**src/rtl/ftl_pkg.sv**
```systemverilog
// ----------------------------------------------------------------------------
// ftl_pkg: shared types and constants for the four-way traffic light FSM
// Phase codes, lamp bit positions, payload structs and the controller state.
// ----------------------------------------------------------------------------
package ftl_pkg;

  localparam int unsigned WAIT_W = 10;
  localparam logic [WAIT_W-1:0] WAIT_TICKS_RESET = 10'd60;

  // lamp vector bit positions
  localparam int unsigned LAMP_N = 0;
  localparam int unsigned LAMP_E = 1;
  localparam int unsigned LAMP_S = 2;
  localparam int unsigned LAMP_W = 3;

  typedef enum logic [2:0] {
    PH_IDLE = 3'd0,
    PH_N    = 3'd1,
    PH_S    = 3'd2,
    PH_E    = 3'd3,
    PH_W    = 3'd4,
    PH_NS   = 3'd5,
    PH_EW   = 3'd6
  } phase_t;

  typedef struct packed {
    logic sensor_north;
    logic sensor_east;
    logic sensor_south;
    logic sensor_west;
  } in_t;

  typedef struct packed {
    logic       lamp_north;
    logic       lamp_east;
    logic       lamp_south;
    logic       lamp_west;
    logic [2:0] phase;
    logic       holding;
  } out_t;

  typedef struct packed {
    phase_t            phase;
    phase_t            target;
    logic [WAIT_W-1:0] hold_count;
    logic [3:0]        lamps;
  } ctl_state_t;

  // green lamps that belong to a phase; unused code lights nothing
  function automatic logic [3:0] phase_lamps(input phase_t ph);
    logic [3:0] l;
    l = 4'b0000;
    case (ph)
      PH_N:    l[LAMP_N] = 1'b1;
      PH_S:    l[LAMP_S] = 1'b1;
      PH_E:    l[LAMP_E] = 1'b1;
      PH_W:    l[LAMP_W] = 1'b1;
      PH_NS: begin
        l[LAMP_N] = 1'b1;
        l[LAMP_S] = 1'b1;
      end
      PH_EW: begin
        l[LAMP_E] = 1'b1;
        l[LAMP_W] = 1'b1;
      end
      default: l = 4'b0000;
    endcase
    return l;
  endfunction

endpackage

```
**src/rtl/four_way_traffic_light_fsm.sv**
```systemverilog
// Pipeline: input register, then result register, from input transaction to result.
// Throughput: one poll per cycle unless out_stall stalls; the controller state
// advances as an item moves from the input register into the result register.
// Reset (rst, synchronous): phase idle, no hold, all lamps off, wait_ticks = 60,
// both pipeline registers empty.
// ----------------------------------------------------------------------------
// four_way_traffic_light_fsm: four-way crossing controller
// One sensor poll per input transaction, one lamp/phase result per poll.
// ----------------------------------------------------------------------------
module four_way_traffic_light_fsm (
  input  logic                          clk,
  input  logic                          rst,
  input  logic                          cfg_we,
  input  logic [ftl_pkg::WAIT_W-1:0]    cfg_wdata,
  input  logic                          in_valid,
  output logic                          in_stall,
  input  ftl_pkg::in_t                  in_data,
  output logic                          out_valid,
  input  logic                          out_stall,
  output ftl_pkg::out_t                 out_data
);

  logic [ftl_pkg::WAIT_W-1:0] wait_ticks;
  ftl_pkg::ctl_state_t        state;
  ftl_pkg::ctl_state_t        state_next;
  ftl_pkg::out_t              res;
  logic                       s1_valid;
  ftl_pkg::in_t               s1_data;
  logic                       adv;

  // input register hands its poll to the result register
  assign adv      = s1_valid && (!out_valid || !out_stall);
  assign in_stall = s1_valid && !adv;

  ftl_step u_step (
    .st         (state),
    .sens       (s1_data),
    .wait_ticks (wait_ticks),
    .st_next    (state_next),
    .res        (res)
  );

  always_ff @(posedge clk) begin
    if (rst) begin
      wait_ticks <= ftl_pkg::WAIT_TICKS_RESET;
    end else if (cfg_we) begin
      wait_ticks <= cfg_wdata;
    end
  end

  always_ff @(posedge clk) begin
    if (rst) begin
      state.phase      <= ftl_pkg::PH_IDLE;
      state.target     <= ftl_pkg::PH_IDLE;
      state.hold_count <= '0;
      state.lamps      <= '0;
    end else if (adv) begin
      state <= state_next;
    end
  end

  always_ff @(posedge clk) begin
    if (rst) begin
      s1_valid  <= 1'b0;
      out_valid <= 1'b0;
    end else begin
      if (!in_stall) begin
        s1_valid <= in_valid;
      end
      if (adv) begin
        out_valid <= 1'b1;
      end else if (!out_stall) begin
        out_valid <= 1'b0;
      end
    end
  end

  always_ff @(posedge clk) begin
    if (in_valid && !in_stall) begin
      s1_data <= in_data;
    end
    if (adv) begin
      out_data <= res;
    end
  end

  // lamps never show a direction outside the current phase
  a_lamps_in_phase: assert property (@(posedge clk) disable iff (rst)
    (state.lamps & ~ftl_pkg::phase_lamps(state.phase)) == 4'b0000)
    else $error("lamp lit outside current phase");

  // a running hold always heads for a real direction other than the current one
  a_hold_target: assert property (@(posedge clk) disable iff (rst)
    (state.hold_count != '0) |-> (state.target != ftl_pkg::PH_IDLE &&
                                  state.target != state.phase))
    else $error("hold without a valid crossing target");

  // controller state moves only with a transaction into the result register
  a_state_hold: assert property (@(posedge clk) disable iff (rst)
    !adv |=> $stable(state))
    else $error("state changed without a transaction");

  // the result register reflects the state it was loaded with
  a_result_phase: assert property (@(posedge clk) disable iff (rst)
    adv |=> (out_data.phase == state.phase &&
             out_data.holding == (state.hold_count != '0)))
    else $error("result does not match controller state");

endmodule

```
**src/rtl/ftl_step.sv**
```systemverilog
// ----------------------------------------------------------------------------
// ftl_step: next-state logic of the crossing controller
// Takes the current state and one sensor poll, returns the next state and the
// result of the poll.
// ----------------------------------------------------------------------------
module ftl_step (
  input  ftl_pkg::ctl_state_t           st,
  input  ftl_pkg::in_t                  sens,
  input  logic [ftl_pkg::WAIT_W-1:0]    wait_ticks,
  output ftl_pkg::ctl_state_t           st_next,
  output ftl_pkg::out_t                 res
);

  logic [ftl_pkg::WAIT_W-1:0] hold_len;
  logic [ftl_pkg::WAIT_W-1:0] cnt_dec;
  logic [3:0]                 cur_lamps;
  logic                       n, e, s, w;

  assign n = sens.sensor_north;
  assign e = sens.sensor_east;
  assign s = sens.sensor_south;
  assign w = sens.sensor_west;

  // a zero wait behaves as one tick
  assign hold_len  = (wait_ticks == '0) ? ftl_pkg::WAIT_W'(1) : wait_ticks;
  assign cnt_dec   = st.hold_count - ftl_pkg::WAIT_W'(1);
  assign cur_lamps = ftl_pkg::phase_lamps(st.phase);

  always_comb begin
    st_next = st;
    if (st.hold_count != '0) begin
      // sensors ignored while holding
      st_next.hold_count = cnt_dec;
      if (cnt_dec == '0) begin
        st_next.lamps = st.lamps & ~cur_lamps;
        st_next.phase = st.target;
      end
    end else begin
      st_next.lamps = st.lamps | cur_lamps;
      case (st.phase)
        ftl_pkg::PH_N: begin
          if (s) begin
            st_next.phase = ftl_pkg::PH_NS;
          end else if (e) begin
            st_next.target = ftl_pkg::PH_E;
            st_next.hold_count = hold_len;
          end else if (w) begin
            st_next.target = ftl_pkg::PH_W;
            st_next.hold_count = hold_len;
          end else if (!n) begin
            st_next.lamps[ftl_pkg::LAMP_N] = 1'b0;
            st_next.phase = ftl_pkg::PH_IDLE;
          end
        end
        ftl_pkg::PH_S: begin
          if (n) begin
            st_next.phase = ftl_pkg::PH_NS;
          end else if (e) begin
            st_next.target = ftl_pkg::PH_E;
            st_next.hold_count = hold_len;
          end else if (w) begin
            st_next.target = ftl_pkg::PH_W;
            st_next.hold_count = hold_len;
          end else if (!s) begin
            st_next.lamps[ftl_pkg::LAMP_S] = 1'b0;
            st_next.phase = ftl_pkg::PH_IDLE;
          end
        end
        ftl_pkg::PH_E: begin
          if (w) begin
            st_next.phase = ftl_pkg::PH_EW;
          end else if (n) begin
            st_next.target = ftl_pkg::PH_N;
            st_next.hold_count = hold_len;
          end else if (s) begin
            st_next.target = ftl_pkg::PH_S;
            st_next.hold_count = hold_len;
          end else if (!e) begin
            st_next.lamps[ftl_pkg::LAMP_E] = 1'b0;
            st_next.phase = ftl_pkg::PH_IDLE;
          end
        end
        ftl_pkg::PH_W: begin
          if (e) begin
            st_next.phase = ftl_pkg::PH_EW;
          end else if (n) begin
            st_next.target = ftl_pkg::PH_N;
            st_next.hold_count = hold_len;
          end else if (s) begin
            st_next.target = ftl_pkg::PH_S;
            st_next.hold_count = hold_len;
          end else if (!w) begin
            st_next.lamps[ftl_pkg::LAMP_W] = 1'b0;
            st_next.phase = ftl_pkg::PH_IDLE;
          end
        end
        ftl_pkg::PH_NS: begin
          if (e) begin
            st_next.target = ftl_pkg::PH_E;
            st_next.hold_count = hold_len;
          end else if (w) begin
            st_next.target = ftl_pkg::PH_W;
            st_next.hold_count = hold_len;
          end else if (!n && s) begin
            st_next.lamps[ftl_pkg::LAMP_N] = 1'b0;
            st_next.phase = ftl_pkg::PH_S;
          end else if (!s && n) begin
            st_next.lamps[ftl_pkg::LAMP_S] = 1'b0;
            st_next.phase = ftl_pkg::PH_N;
          end else if (!n && !s) begin
            st_next.lamps[ftl_pkg::LAMP_N] = 1'b0;
            st_next.lamps[ftl_pkg::LAMP_S] = 1'b0;
            st_next.phase = ftl_pkg::PH_IDLE;
          end
        end
        ftl_pkg::PH_EW: begin
          if (n) begin
            st_next.target = ftl_pkg::PH_N;
            st_next.hold_count = hold_len;
          end else if (s) begin
            st_next.target = ftl_pkg::PH_S;
            st_next.hold_count = hold_len;
          end else if (!e && w) begin
            st_next.lamps[ftl_pkg::LAMP_E] = 1'b0;
            st_next.phase = ftl_pkg::PH_W;
          end else if (!w && e) begin
            st_next.lamps[ftl_pkg::LAMP_W] = 1'b0;
            st_next.phase = ftl_pkg::PH_E;
          end else if (!w && !e) begin
            st_next.lamps[ftl_pkg::LAMP_E] = 1'b0;
            st_next.lamps[ftl_pkg::LAMP_W] = 1'b0;
            st_next.phase = ftl_pkg::PH_IDLE;
          end
        end
        default: begin
          // idle (and the unused code): N, S, E, W priority
          if (n) begin
            st_next.phase = ftl_pkg::PH_N;
          end else if (s) begin
            st_next.phase = ftl_pkg::PH_S;
          end else if (e) begin
            st_next.phase = ftl_pkg::PH_E;
          end else if (w) begin
            st_next.phase = ftl_pkg::PH_W;
          end else begin
            st_next.phase = ftl_pkg::PH_IDLE;
          end
        end
      endcase
    end
  end

  always_comb begin
    res.lamp_north = st_next.lamps[ftl_pkg::LAMP_N];
    res.lamp_east  = st_next.lamps[ftl_pkg::LAMP_E];
    res.lamp_south = st_next.lamps[ftl_pkg::LAMP_S];
    res.lamp_west  = st_next.lamps[ftl_pkg::LAMP_W];
    res.phase      = st_next.phase;
    res.holding    = (st_next.hold_count != '0);
  end

endmodule
```
**config.mk**
```make
export PLATFORM = sky130hd
export DESIGN_NAME = four_way_traffic_light_fsm
export DESIGN_NICKNAME = d
export VERILOG_FILES = /design/src/rtl/ftl_pkg.sv /design/src/rtl/four_way_traffic_light_fsm.sv /design/src/rtl/ftl_step.sv
export SDC_FILE = /design/constraint.sdc
export NUM_CORES = 1
export LEC_CHECK = 0
export ABC_AREA = 1
export ABC_CLOCK_PERIOD_IN_PS = 2650
export BUFFER_PORTS_ARGS = -buffer_cell sky130_fd_sc_hd__buf_2
export CAP_MARGIN = 20
export CORE_MARGIN = 2
export CORE_UTILIZATION = 30
export DETAILED_ROUTE_END_ITERATION = 10
export SLEW_MARGIN = 25
export SYNTH_ARGS = -nofsm -noshare
export SYNTH_HDL_FRONTEND = slang
export SYNTH_SLANG_ARGS = --single-unit
export TNS_END_PERCENT = 100
```
**constraint.sdc**
```tcl
create_clock -name clk -period 2.65 [get_ports clk]
set_clock_uncertainty 0.15 [all_clocks]
set_input_delay 0 -clock clk [delete_from_list [all_inputs] [get_ports clk]]
set_output_delay 0 -clock clk [all_outputs]
set_load 0.005 [all_outputs]
```
=== Yosys cells after proc, flatten, opt, wreduce, memory -nomap -nowiden ===
Cells that the tools add are included.

* Bits of input ports: 19
* Logic and storage cells: 151
* Output and inout port bits: 10
* Bits in registers: 44

* Reduce and logical (&&, ||, !) cells: 28
* Bitwise operators: 4
* Multiplexer cells: 90
* Eq/ne operators: 11
* Add/subtract/negate cells: 1

{| class="wikitable"
|+ Operators by type and width
! operator !! count
|-
| $mux 3 || 32
|-
| $mux 13 || 7
|-
| $pmux 13 s6 || 1
|-
| $mux 1 || 41
|-
| $mux 14 || 2
|-
| $logic_not 10->1 || 2
|-
| $reduce_bool 10->1 || 2
|-
| $pmux 3 s6 || 1
|-
| $mux 10 || 1
|-
| $sub 10x1->10 const B || 1
|-
| $eq 3x3->1 const B || 3
|-
| $logic_and 1x1->1 || 9
|-
| $logic_not 1->1 || 8
|-
| $ne 2x2->1 const B || 4
|-
| $pmux 1 s2 || 4
|-
| $reduce_or 2->1 || 4
|-
| $reduce_and 7->1 || 1
|-
| $eq 3x2->1 const B || 2
|-
| $reduce_bool 6->1 || 1
|-
| $and 4x4->4 || 1
|-
| $mux 4 || 1
|-
| $not 4->4 || 1
|-
| $or 4x4->4 || 1
|-
| $eq 3x1->1 const B || 1
|-
| other kinds (3) || 3
|}

=== Depth between registers and ports, before layout ===
Gate-level depths: netlist of run 1.

* Word-level depth: 12
* Depth in mapped cells: 13

=== Modules after synthesis ===
From an unflattened synthesis of run 1, not the netlist that was laid out.

* Cells, all modules: 559
* Area, all modules: 3468.3 um^2

{| class="wikitable"
|+ Modules (own cells, without submodules)
! module !! cells an instance !! instances !! area each (um^2)
|-
| four_way_traffic_light_fsm || 199 || 1 || 1752.9
|-
| ftl_step || 360 || 1 || 1715.4
|}

=== Least setup slack after synthesis of run 1 ===
No wires, ideal clock.

* Path type: flip-flop to flip-flop
* Start: register state[4] (netlist bit)
* End: register out_data[0] (netlist bit), data pin
* Path slack: 0.584 ns
* Setup time: 0.260 ns
* Cell stages (with the launch flop): 12
* Arrival: 1.656 ns
* Buffers on the path: 1
* Cell sequence: dfxtp_1 > inv_1 > ha_1 > nand3_2 > nor2_1 > nand2_1 > clkbuf_1 > nand3_1 > nand2_1 > nand2_1 > nor2_1 > nand3_1

{| class="wikitable"
|+ RTL lines
! item !! line !! RTL
|-
| from (decl) || four_way_traffic_light_fsm.sv:24 || <nowiki>ftl_pkg::ctl_state_t state;</nowiki>
|-
| from (signal assigned) || four_way_traffic_light_fsm.sv:58 || <nowiki>state <= state_next;</nowiki>
|-
| to (signal assigned) || four_way_traffic_light_fsm.sv:83 || <nowiki>out_data <= res;</nowiki>
|-
| to (decl) || four_way_traffic_light_fsm.sv:20 || <nowiki>output ftl_pkg::out_t out_data</nowiki>
|}

==> results of run 1 <==
==> layout make-up <==
type,instances,area [um2]
fill,904,5370
timing repair buffer,59,443
multi-input combinational,300,1390
tap,108,135
clock buffer,6,72.6
inverter,50,188
sequential,44,1000
clock inverter,2,35.0
==> cells in the mapped netlist, types with 2 or more instances <==
| cell type | count | share of area [%] |
|---|---|---|
| sky130_fd_sc_hd__nor2_2 | 8 | 1.9 |
| sky130_fd_sc_hd__o211ai_1 | 6 | 1.7 |
| sky130_fd_sc_hd__a21oi_1 | 23 | 4.4 |
| sky130_fd_sc_hd__nor2_1 | 53 | 7.5 |
| sky130_fd_sc_hd__edfxtp_1 | 12 | 14 |
| sky130_fd_sc_hd__inv_2 | 7 | 0.99 |
| sky130_fd_sc_hd__ha_1 | 2 | 0.95 |
| sky130_fd_sc_hd__nand2_1 | 104 | 15 |
| sky130_fd_sc_hd__o21ai_1 | 9 | 1.7 |
| sky130_fd_sc_hd__dfxtp_1 | 32 | 24 |
| sky130_fd_sc_hd__nand3_1 | 49 | 9.3 |
| sky130_fd_sc_hd__nand3_2 | 2 | 0.76 |
| sky130_fd_sc_hd__nand2_2 | 2 | 0.47 |
| sky130_fd_sc_hd__o22ai_1 | 2 | 0.47 |
| sky130_fd_sc_hd__o21ai_0 | 26 | 4.9 |
| sky130_fd_sc_hd__clkbuf_1 | 10 | 1.4 |
| sky130_fd_sc_hd__buf_2 | 3 | 0.57 |
| sky130_fd_sc_hd__inv_1 | 42 | 6.0 |
| sky130_fd_sc_hd__nand4_1 | 4 | 0.95 |
==> what timing repair did <==
| action | CTS | global route |
|---|---|---|
| hold buffers | 28 | 0 |
| setup buffers | 0 | 0 |
| hold endpoints to repair | 21 | 0 |
| setup endpoints to repair | 0 | 0 |
==> through the flow <==
stage               setup slack, ps  std cells  util, %  power [W]  instance area, um2
floorplan                       584        408        -    0.00113                2640
global placement                410        533     33.3    0.00124                2880
detailed placement              354        533     33.3    0.00124                2880
CTS                             350        569     37.8    0.00179                3270
global route                    112        569     37.8    0.00190                3270
finish                          317        569     37.8    0.00178                3270
==> power breakdown <==
group          internal, W  switching [W]  total, W
Sequential        0.000741      0.0000470  0.000788
Clock             0.000280       0.000237  0.000517
Combinational     0.000178       0.000298  0.000476
==> cells in the final DEF (no fill, tap or decap), types with 2 or more instances in the layout <==
master,synthesis,layout
sky130_fd_sc_hd__o211ai_1,6,6
sky130_fd_sc_hd__nand3_1,49,49
sky130_fd_sc_hd__dlygate4sd3_1,0,28
sky130_fd_sc_hd__inv_2,7,7
sky130_fd_sc_hd__o22ai_1,2,2
sky130_fd_sc_hd__buf_2,3,28
sky130_fd_sc_hd__nand2_1,104,104
sky130_fd_sc_hd__o21ai_0,26,26
sky130_fd_sc_hd__edfxtp_1,12,12
sky130_fd_sc_hd__nor2_2,8,8
sky130_fd_sc_hd__nor2_1,53,53
sky130_fd_sc_hd__buf_4,1,3
sky130_fd_sc_hd__o21ai_1,9,9
sky130_fd_sc_hd__nand4_1,4,4
sky130_fd_sc_hd__clkbuf_8,0,5
sky130_fd_sc_hd__a21oi_1,23,23
sky130_fd_sc_hd__dfxtp_1,32,32
sky130_fd_sc_hd__ha_1,2,2
sky130_fd_sc_hd__inv_1,42,42
sky130_fd_sc_hd__nand3_2,2,2
sky130_fd_sc_hd__nand2_2,2,2
==> path summary, 6_finish.rpt <==
kind              slack (ps)          start  cells past startpoint            end
hold / removal           110         cfg_we                      4  wait_ticks[3]
setup / recovery         320       state[4]                     11    out_data[0]
hold reg to reg          340  wait_ticks[0]                      2  wait_ticks[0]
setup reg to reg         320       state[4]                     11    out_data[0]
==> metal layers <==
layer  track usage [%]  vias to the layer above  share of wire [%]
li1                  -                     1443                  -
met1              20.9                     1274                 49
met3              2.08                        8                4.4
met2              23.2                       76                 45
met5                 0                        -                  0
met4              4.49                        0                1.4
==> cells by family after synthesis <==
group / share of synthesized area, %
flip-flops: 37.9
buffers and inverters: 9.38
XOR/XNOR: 0.332
AND/OR/NAND/NOR: 36.1
AO/OA/AOI/OAI: 15.3
adder cells (fa/ha/maj): 0.947
==> sequential cells by signal, summed over array words and instances, names as in the netlist <==
name and count:
s1_data 4, out_data 8, state 20, s1_valid 1, out_valid 1, wait_ticks 10
==> critical path: stages (launching register included) <==
cell and delay [ps]:
sky130_fd_sc_hd__dfxtp_1 360, sky130_fd_sc_hd__inv_1 140, sky130_fd_sc_hd__ha_1 280, sky130_fd_sc_hd__nand3_2 130
sky130_fd_sc_hd__nor2_1 140, sky130_fd_sc_hd__nand2_1 90, sky130_fd_sc_hd__inv_2 240, sky130_fd_sc_hd__nor2_1 70
sky130_fd_sc_hd__a21oi_1 160, sky130_fd_sc_hd__nand3_1 110, sky130_fd_sc_hd__nor2_1 120, sky130_fd_sc_hd__nand3_1 90
==> impl_summary.md, run 1 <==
Clock tree
The clock drives 44 sinks. TritonCTS built the clock tree. The later-pin clock latency in the skew report is around 300 ps. In this run, CTS created clock tree buffers numbering 5. The maximum clock insertion buffer count is 2.

The number of cells upsized or downsized after cts is 0. Clock tree synthesis selected as its root buffer the cell sky130_fd_sc_hd__clkbuf_8. The number of H-tree levels is 2. After clock tree synthesis, the clock-pin slew on the worst setup and hold paths is about 80 ps.

Synth
The async set or reset register ratio after synthesis is 0%. For this run, the number of Yosys warnings is 0. The netlist area before placement is around 0.0026 mm2.

Of the synthesized area, sequential elements account for between 30 and 40%. Synthesis inferred 44 register bits. The number of nets in the synthesized netlist is 429. The post-synthesis instance total is 408. The main flop type after synthesis is sky130_fd_sc_hd__dfxtp_1.

The per-instance average area after synthesis is around 6.5 um2. The number of enable-type register cells in the synthesized netlist is 12. The number of distinct library cells after synthesis is 31.

Detailed routing
After detailed routing, the total wire length is around 7000 um. The first routing iteration left 258 violations. The mean routed wirelength per cell is 12.3 um.

The first detailed-routing pass took 5 iterations. The number of vias after detailed routing is about 2800. In the routed design, unresolved DRC markers number 0. Dividing the detail-routed via count by the number of cells gives between 4 and 5. The detail route stage leaves a number of antenna-violating nets equal to 0.

Timing
Setup total negative slack on the finished layout was measured at 0 ps. Based on the critical path, the design can be clocked at up to roughly 430 MHz. On the final layout, the worst hold slack is approximately 110 ps. The shortest clock period the worst path allows after layout is between 2000 and 2500 ps.

Setup repair after global routing left no endpoint under its margin. The count of endpoints failing hold in the final timing report is 0. The final max-slew violation count is 0. The worst path uses 88.0% of the clock period. Measured against its own limit, the worst slew margin works out to ~63%. Setup violations remaining at the end of the flow were counted as 0. For the pin with the worst max-slew slack, the measured transition is 555 ps.

Critical path
For the worst setup path, the data required time is 2550 ps. The startpoint type of the worst setup path is a register. The largest fanout on the critical path is 17. The critical path is of the reg -> reg type.

The critical path capture point type is a register. Data on the critical path arrives at its endpoint at about 2200 ps.

Global routing
The number of global-route vias before repair was 2504. The number of antenna violations at the first check in global routing is 0. The first global-routing pass estimated 11800 um of wire. Global routing consumed, over all layers together, 14.7% of the routing resources.

Global routing finished with a remaining overflow of 0. The pin count of the biggest net entering global routing is 24.

Min path
The class of the worst hold path is in -> reg.

Die
The top-level port count is 29. The region available for standard cell placement spans 0.00864 mm2. The standard-cell row count is 34. The floorplan step set the die height to just under 100 um. The die is 97.8 um wide. The die area is 0.00957 mm2. The initial standard-cell utilization of the core is 30.6%.

Final layout
The ratio of cells with drive above 1 in the final layout is 12.4%. 0 antenna diodes ended up in the layout. The layout net count is roughly 480. Relative to the synthesized area, the layout overhead comes to 23.7%.

Placement
Buffers placed on the I/O ports in this run total 28. After legalization and detailed placement, the total HPWL measured approximately 5100 um. The routability-driven placement congestion ratio is roughly 1.

Outcome
The run finished with clean final reports.

Flow run
Max-cap violations in this run came to 0.

Pwr
The worst-case IR drop observed on VDD is ~0.00021 V. Power spread over the standard cell area amounts to around 550 mW/mm2. Summed over all cells, the static leakage comes to 1.49 nW.
No activity file was read; power rests on OpenSTA's default activity.
==> run 2: changes to the inputs <==
- ABC_CLOCK_PERIOD_IN_PS: 2650 -> 2800
- CORE_ASPECT_RATIO: unset -> 0.5
- clock period: 2.65 -> 2.8 ns (I/O delays scaled with it)
==> run 2 against run 1 <==
Effect of this change: first-iteration DRC count is 14% lower; design area grew 2.7%; via count shrank 0.68%; utilization rose by 1.1 points; setup slack better by 160 ps; non-clock buffer count down 1; critical path depth down 1; flip-flop and latch count did not move; worst hold slack gained 15 ps; register-to-register slack better by 160 ps; final cell count is 1.4% higher; critical path type unchanged.
==> impl_summary.md, run 2 (synthesized netlist as in run 1, its figures left out) <==
Clock tree
Counting the buffers created by CTS gives 5. The TritonCTS clock tree is yes. The number of H-tree levels is 2.

The maximum clock insertion buffer count is 2. The number of hold buffers added after cts is 28. Clock-pin slew was measured on the worst setup and hold paths at 60 ps. Clock latency on the worst-skew pair, taken at its later pin, is roughly 280 ps.

The number of cells upsized or downsized after cts is 0. Counting every sink on the clock net gives between 40 and 50. The number of setup buffers added after CTS is 0.

The root buffer cell is sky130_fd_sc_hd__clkbuf_16.

Timing
The shortest clock period the worst path allows after layout is 2330 ps. The achievable clock frequency is ~430 MHz. The final max-slew violation count is 0.

The count of endpoints failing hold in the final timing report is 0. Setup repair after global routing left no endpoint under its margin. The final critical path takes up ~83% of the cycle. The sum of negative setup slack is 0 ps. Setup violations remaining at the end of the flow were counted as 0. The relative max-transition margin is about three fifths.

The transition time at the pin with the least slew margin is around 580 ps.

Detailed routing
The routed design has 7250 um of wire. The detailed-router iteration count before antenna repair is 4. The initial detailed-routing violation count is 223. After detailed routing, the average wire length per cell comes to 12.6 um. The number of vias after detailed routing is 2782. Once detail routing completed, the nets flagged for antenna violations numbered 0. The final routed DRC violation total is 0. The average via count per standard cell is between 4 and 5.

Critical path
The delay contributed by the slowest stage of the critical path is 400 ps. The cell with the biggest individual delay on the critical path is sky130_fd_sc_hd__dfxtp_1. The largest fanout on the critical path is 5. For the worst setup path, the data arrival time is roughly 2200 ps. STA classifies the critical path endpoint as a register.

The cell that appears most often on the critical path is sky130_fd_sc_hd__nand3_1. The worst endpoint required time is about 2700 ps. STA classifies the critical path startpoint as a register.

The critical path goes through inv_1 -> ha_1 -> xnor2_1 -> nand3_1 -> nor2_1 -> nand3_1 -> nor2_2 -> nand2_1 -> nand3_1 -> nand2_1. The kind of cell with the highest combined delay along the critical path is simple AND/OR/NAND/NOR gates. The start-to-end type of the worst setup path is reg -> reg. Together, buffers and inverters on the worst path number 1.

Placement
The quantity of I/O buffers inserted on ports is 28. The post-detailed-placement cell area is 0.00290 mm2. The detailed placer's ending HPWL is 5190 um. The routability-driven placement congestion ratio is ~0.9.

Global routing
The number of global-route vias before repair is 2522. Across every metal layer, demand over resource in global routing totals 15.6%. The pin count of the biggest net entering global routing is 23. The first-pass GRT wire length is 12000 um. The number of antenna violations at the first check in global routing was 0. The leftover overflow at the end of global routing is 0.

Final layout
The post-route netlist has about 12% of its cells at a drive strength greater than 1. The library cells used most frequently in the layout, excluding fill and tap cells, are 104 x sky130_fd_sc_hd__nand2_1, 53 x sky130_fd_sc_hd__nor2_1, 49 x sky130_fd_sc_hd__nand3_1. The final instance area is 0.00335 mm2. More flip-flops sit in one register than any other, and that register is state.

Leaving out fill and tap cells, the most frequent cell in the layout is sky130_fd_sc_hd__nand2_1. The net count of the finished layout is between 400 and 500. The count of antenna diodes in the layout is 0.

The register with the most flip-flops in the layout has 20 of them. In the final layout, the registers with the most flip-flops are state: 20 flops, wait_ticks: 10 flops, out_data: 8 flops. Counting the fill cells in the layout gives roughly 890. The area growth from synthesis to layout is 27.0%.

Pwr
The analysis attributes to cell leakage a power of 1.52 nW. The sequential cell fraction of total power is 39.5%. Of the total power, combinational logic draws approximately 24%. The net switching component of the power is about 0.00058 W. The clock share of power is ~36%. The power density over the cells is 564 mW/mm2. The internal portion of the total power is roughly 0.0013 W.

The switching power as a share of total power is 30.6%. The maximum vdd ir drop is 0.000264 V.

Die
The die boundary width is around 140 um. The die area is between 0.009 and 0.01 mm2. The top-level port count is 29. The die height is approximately 70 um. Once the floorplan was initialized, standard cells occupied a little under a third of the core. The region available for standard cell placement spans 0.00862 mm2. The floorplan has 24 rows.

Outcome
The flow ran to the end, and the final reports show no timing, DRC or antenna violations.

Min path
The class of the worst hold path is in -> reg.

Flow run
The number of max-capacitance violations reported is 0.
[run 2: changes by cell type in the layout (fill, tap and decap cells not counted), sizes merged]
cell    previous run  this run
clkbuf             6         8
buf               31        30
bufinv             1         0
clkinv             2         1
[run 2: worst min-delay path: cells and delay by family]
family / cells / cell delay [ps]
buffers and inverters: 2 / 350
AO/OA/AOI/OAI: 1 / 160
[run 2: layout make-up]
class / instances / area (um2) / share of cell area (%)
clock buffers: 8 / 179 / 5.33
inverters: 50 / 188 / 5.59
multi-input cells: 300 / 1390 / 41.5
flip-flops and latches: 44 / 1000 / 29.8
well taps: 117 / 146 / 4.36
repair buffers: 58 / 448 / 13.4
[run 2: metrics by stage]
stage,std cells,setup slack [ps],hold WS [ps],utilization [%],power [W]
floorplan,408,734,-51.1,-,0.00107
global placement,541,579,27.0,33.6,0.00118
detailed placement,541,530,28.8,33.6,0.00118
CTS,577,498,125,38.9,0.00190
global route,577,221,188,38.9,0.00200
finish,577,472,122,38.9,0.00189
[run 2: power by group through the flow]
stage	Combinational, W	Clock (W)	Sequential [W]
2_1_floorplan	0.000323	0	0.000743
3_3_place_gp	0.000422	0	0.000759
3_5_place_dp	0.000419	0	0.000759
4_1_cts	0.000453	0.000698	0.000746
5_1_grt	0.000520	0.000732	0.000753
6_report	0.000459	0.000685	0.000747
[run 2: final timing paths]
| path | endpoint | slack [ps] | depth (start not counted) | startpoint |
|---|---|---|---|---|
| worst min register to register | wait_ticks[3] | 340 | 2 | wait_ticks[3] |
| worst max register to register | out_data[2] | 470 | 10 | state[4] |
| worst min-delay path | wait_ticks[0] | 120 | 3 | cfg_we |
| worst max-delay path | out_data[2] | 470 | 10 | state[4] |
[run 2: layer usage]
metal,vias up,global-route usage (%),share of wire [%],wire length (um)
li1,1441,-,-,-
met1,1255,20.9,48,3470
met2,76,25.8,46,3320
met3,10,2.69,4.6,331
met4,0,4.51,1.7,121
met5,-,0,0,0
